[src/rtl/core/psrl_pkg.sv]
`default_nettype none

package psrl_pkg;

   // table geometry
   localparam int TABLE_ENTRIES = 64;
   localparam int IDX_W         = $clog2(TABLE_ENTRIES);
   localparam int USED_W        = 7;
   localparam int COUNT_W       = 25;
   localparam int LIMIT_W       = 24;
   localparam int TICK_W        = 32;
   localparam int ADDR_W        = 32;
   localparam int CSR_IDX_W     = 2;
   localparam int CSR_DATA_W    = 32;

   localparam logic [IDX_W-1:0]   LAST_IDX  = IDX_W'(TABLE_ENTRIES - 1);
   localparam logic [COUNT_W-1:0] COUNT_MAX = {COUNT_W{1'b1}};

   // request opcodes
   localparam logic OP_CHECK   = 1'b0;
   localparam logic OP_CLEANUP = 1'b1;

   // response status codes
   localparam logic [1:0] ST_ALLOWED    = 2'd0;
   localparam logic [1:0] ST_OVER_LIMIT = 2'd1;
   localparam logic [1:0] ST_TABLE_FULL = 2'd2;
   localparam logic [1:0] ST_CLEANED    = 2'd3;

   // register indexes
   localparam logic [CSR_IDX_W-1:0] CSR_RATE_LIMIT   = 2'd0;
   localparam logic [CSR_IDX_W-1:0] CSR_WINDOW_TICKS = 2'd1;
   localparam logic [CSR_IDX_W-1:0] CSR_STALE_TICKS  = 2'd2;

   // register reset values
   localparam logic [LIMIT_W-1:0] RATE_LIMIT_RST   = '0;
   localparam logic [TICK_W-1:0]  WINDOW_TICKS_RST = 32'd1000;
   localparam logic [TICK_W-1:0]  STALE_TICKS_RST  = 32'd2000;

   typedef struct packed {
      logic [LIMIT_W-1:0] rate_limit;
      logic [TICK_W-1:0]  window_ticks;
      logic [TICK_W-1:0]  stale_ticks;
   } cfg_type;

   typedef struct packed {
      logic [ADDR_W-1:0]  addr;
      logic [COUNT_W-1:0] count;
      logic [TICK_W-1:0]  start;
   } entry_type;

endpackage

`default_nettype wire

[src/rtl/core/psrl_csr.sv]
`default_nettype none

module psrl_csr (
   input  wire logic                              clock,
   input  wire logic                              reset,
   input  wire logic                              csr_wr_en,
   input  wire logic [psrl_pkg::CSR_IDX_W-1:0]    csr_index,
   input  wire logic [psrl_pkg::CSR_DATA_W-1:0]   csr_wdata,
   output psrl_pkg::cfg_type                      cfg
);

   psrl_pkg::cfg_type cfg_ff, cfg_in;

   // register decode
   always_comb begin
      cfg_in = cfg_ff;
      if (csr_wr_en) begin
         unique case (csr_index)
            psrl_pkg::CSR_RATE_LIMIT:
               cfg_in.rate_limit = csr_wdata[psrl_pkg::LIMIT_W-1:0];
            psrl_pkg::CSR_WINDOW_TICKS: cfg_in.window_ticks = csr_wdata;
            psrl_pkg::CSR_STALE_TICKS:  cfg_in.stale_ticks  = csr_wdata;
            default: ;
         endcase
      end
   end

   always_ff @(posedge clock) begin
      if (reset) begin
         cfg_ff.rate_limit   <= psrl_pkg::RATE_LIMIT_RST;
         cfg_ff.window_ticks <= psrl_pkg::WINDOW_TICKS_RST;
         cfg_ff.stale_ticks  <= psrl_pkg::STALE_TICKS_RST;
      end else begin
         cfg_ff <= cfg_in;
      end
   end

   assign cfg = cfg_ff;

endmodule

`default_nettype wire

[config.mk]
export PLATFORM = sky130hd
export DESIGN_NAME = psrl_csr
export DESIGN_NICKNAME = d
export VERILOG_FILES = /design/src/rtl/core/psrl_pkg.sv /design/src/rtl/core/psrl_csr.sv
export SDC_FILE = /design/constraint.sdc
export NUM_CORES = 1
export LEC_CHECK = 0
export BUFFER_PORTS_ARGS = -buffer_cell sky130_fd_sc_hd__buf_2
export CELL_PAD_IN_SITES_DETAIL_PLACEMENT = 1
export CELL_PAD_IN_SITES_GLOBAL_PLACEMENT = 2
export CORE_ASPECT_RATIO = 1.75
export CORE_UTILIZATION = 32
export DETAILED_ROUTE_END_ITERATION = 10
export MAX_ROUTING_LAYER = met4
export PLACE_DENSITY = 0.94
export SLEW_MARGIN = 10
export SYNTH_ARGS = -nofsm -noshare
export SYNTH_HDL_FRONTEND = slang
export SYNTH_SLANG_ARGS = --single-unit
[constraint.sdc]
create_clock -name clock -period 1.7 [get_ports clock]
set_input_delay 0.425 -clock clock [delete_from_list [all_inputs] [get_ports clock]]
set_output_delay 0.425 -clock clock [all_outputs]
set_load 0.01 [all_outputs]
==> run metrics <==
crit end category primary output; setup ws final around 0.45 ns; layout filler cell count between 1,000 and 1,500; PostCTS Resize Cnt 0; Reg clk slew, reported paths roughly 0.070 ns; pre-CTS WS roughly 0.23 ns; multiplexer share of the synthesized area about a quarter; Rows 50; DIE AREA roughly 12,000 um^2; Initial Utilization between 30% and 40%; vias in the first global route 2,902; Power, Total 4670 uW; crit-path leading delay family flip-flops; Tot GR Track Use between 10% and 20%; Worst setup SP type flop; GP Congestion 0.689; combinational family with the most area after synthesis multiplexers; Slew HR 73.0%; Pre-antenna DRT Iters 4; Total Wirelength ~9000 um; power density cells between 1000 and 1500 nW/um^2; area delta synth->final 28.9%; I/O Buffers 124; CTS Sinks between 80 and 90; DRT iter0 DRCs around 60; later-pin clock latency in the skew report about 0.33 ns; largest cells by area after synthesis dfxtp_1, mux2i_1, nand2b_1; die height between 100 and 150 um; CP cell instances buf_2; final hold violations 0; maximum vdd ir drop 0.550 mV; first-pass GRT wire length about 14,000 um; max reg flops 88; root buffer cell clkbuf_16; cell area after synthesis roughly 3600 um^2; antenna cells 0; Mean Syn Cell Area between 10 and 15 um^2; status finished clean; post-synthesis adder-cell area fraction 0%; drt wl/cell 15.5 um; share of post-route cells with drive strength above 1 between 30% and 40%; Post-Synth XOR/XNOR Area 0%; post-synth cell types 12; Final Setup Violations 0; slew of the pin with the lowest slew margin 0.405 ns; Final Net Count just under 500; clk buf depth 2; sequential share of the synthesized area 49.1%; RSZ-0062 raised after global routing no; core region area around 11,000 um^2; Synth Area in Compound Gates 0%; CP max stage delay 0.35 ns; Mapped Cells 334; CTS H-tree lvls 3; CTS tree built; grt total ovfl 0; cell taking the most area after synthesis dfxtp_1; P_leak ~0.0023 uW; critical path's slowest cell dfxtp_1; Max Clk Rate ~800 MHz; worst path arrival time slightly above 0.8 ns; detailed placement HPWL between 6000 and 7000 um; setup TNS 0 ns; clock skew 0 ns; Data required, critical path ~1.3 ns; Post-Synth Simple-Gate Area between 20 and 25%; Tcrit/Tclk final 73.7%; CTS Hold Buffers Added 0; Worst Path Max Fanout 2; antenna violation net count after detailed routing 0; Final min period 1.25 ns; worst hold-check path type primary input to flop; DR DRC count 0; Setup CP Type flop to primary output; I/O Pins around 130; Finished Core Util about 43%; via count around 2,700; Post-Layout Cell Count a little under 600; vias per cell between 4 and 5; Yosys warning count 0; total of max-cap violations 0; number of CTS-inserted buffers 9; Setup Buffers After CTS 0; Die X ~82 um; placed cell count ~570; Buffers & Inverters on Critical Path 1; largest net degree at the start of global routing between 70 and 80; syn nets 371; initial antenna violation count 0; Yosys top cell area share between 40% and 50%; Yosys reg bits a little under 90; Slew Limit Fails 0
==> metal layers <==
layer / global-route usage, % / up-vias / share of wire, %
met5: - / - / 0
met4: 7.02 / 0 / 1.8
met3: 3.46 / 11 / 3.8
met2: 31.5 / 67 / 57
met1: 16.4 / 1284 / 38
li1: - / 1316 / -
==> synthesized netlist by cell type <==
| cell | count |
|---|---|
| buf_2 | 6 |
| nor2_1 | 20 |
| nand3b_1 | 2 |
| or3b_1 | 1 |
| clkbuf_1 | 10 |
| buf_6 | 4 |
| dfxtp_1 | 88 |
| mux2i_1 | 88 |
| buf_4 | 5 |
| nand2b_1 | 108 |
| nor3b_2 | 1 |
| and3b_1 | 1 |
==> path summary, 6_finish.rpt <==
| kind | startpoint | to | slack [ns] | cells past startpoint |
|---|---|---|---|---|
| worst max register to register | cfg[16] | cfg[16] | 1.05 | 2 |
| worst min register to register | cfg[55] | cfg[55] | 0.47 | 2 |
| worst max-delay path | cfg[77] | cfg[77] | 0.45 | 1 |
| worst min-delay path | csr_wdata[6] | cfg[70] | 0.37 | 3 |
==> cell usage in the layout, fill, tap and decap left out <==
| master | n |
|---|---|
| and3b_1 | 1 |
| buf_12 | 4 |
| buf_2 | 124 |
| buf_4 | 2 |
| bufinv_16 | 2 |
| clkbuf_1 | 2 |
| clkbuf_16 | 9 |
| clkinv_2 | 2 |
| dfxtp_1 | 88 |
| mux2i_1 | 88 |
| nand2b_1 | 108 |
| nand3b_1 | 2 |
| nor2_1 | 20 |
| nor3b_4 | 1 |
| or3b_1 | 1 |
==> layout make-up <==
class,instances,area [um^2],share of cell area (%)
clock buffers,11,233,5.03
well taps,130,163,3.52
flip-flops and latches,88,1760,38.1
multi-input cells,221,1680,36.4
clock inverters,4,70.1,1.51
repair buffers,130,716,15.5
==> cells by family (layout without fill, tap and decap cells) <==
family / after synthesis / in the layout
and+or+nand+nor: 133 / 133
muxes: 88 / 88
DFF: 88 / 88
buffers and inverters: 25 / 145
==> stage by stage <==
| stage | hold WS (ns) | cell area, um^2 |
|---|---|---|
| after floorplan | 0.493 | 3590 |
| after global placement | 0.456 | 4320 |
| after detailed placement | 0.463 | 4320 |
| after CTS | 0.352 | 4630 |
| after global routing | 0.369 | 4630 |
| final | 0.366 | 4630 |
==> worst reg2reg max path, cell delays in order, from the launching register on <==
cell and delay [ns]:
dfxtp_1 0.33, nand2b_1 0.07, mux2i_1 0.17
==> power by group <==
part           internal, uW  switching (uW)  total (uW)
Clock                  1280             785        2060
Combinational           209             224         434
Sequential             2140            36.2        2170
(Power assumes the default switching activity.)
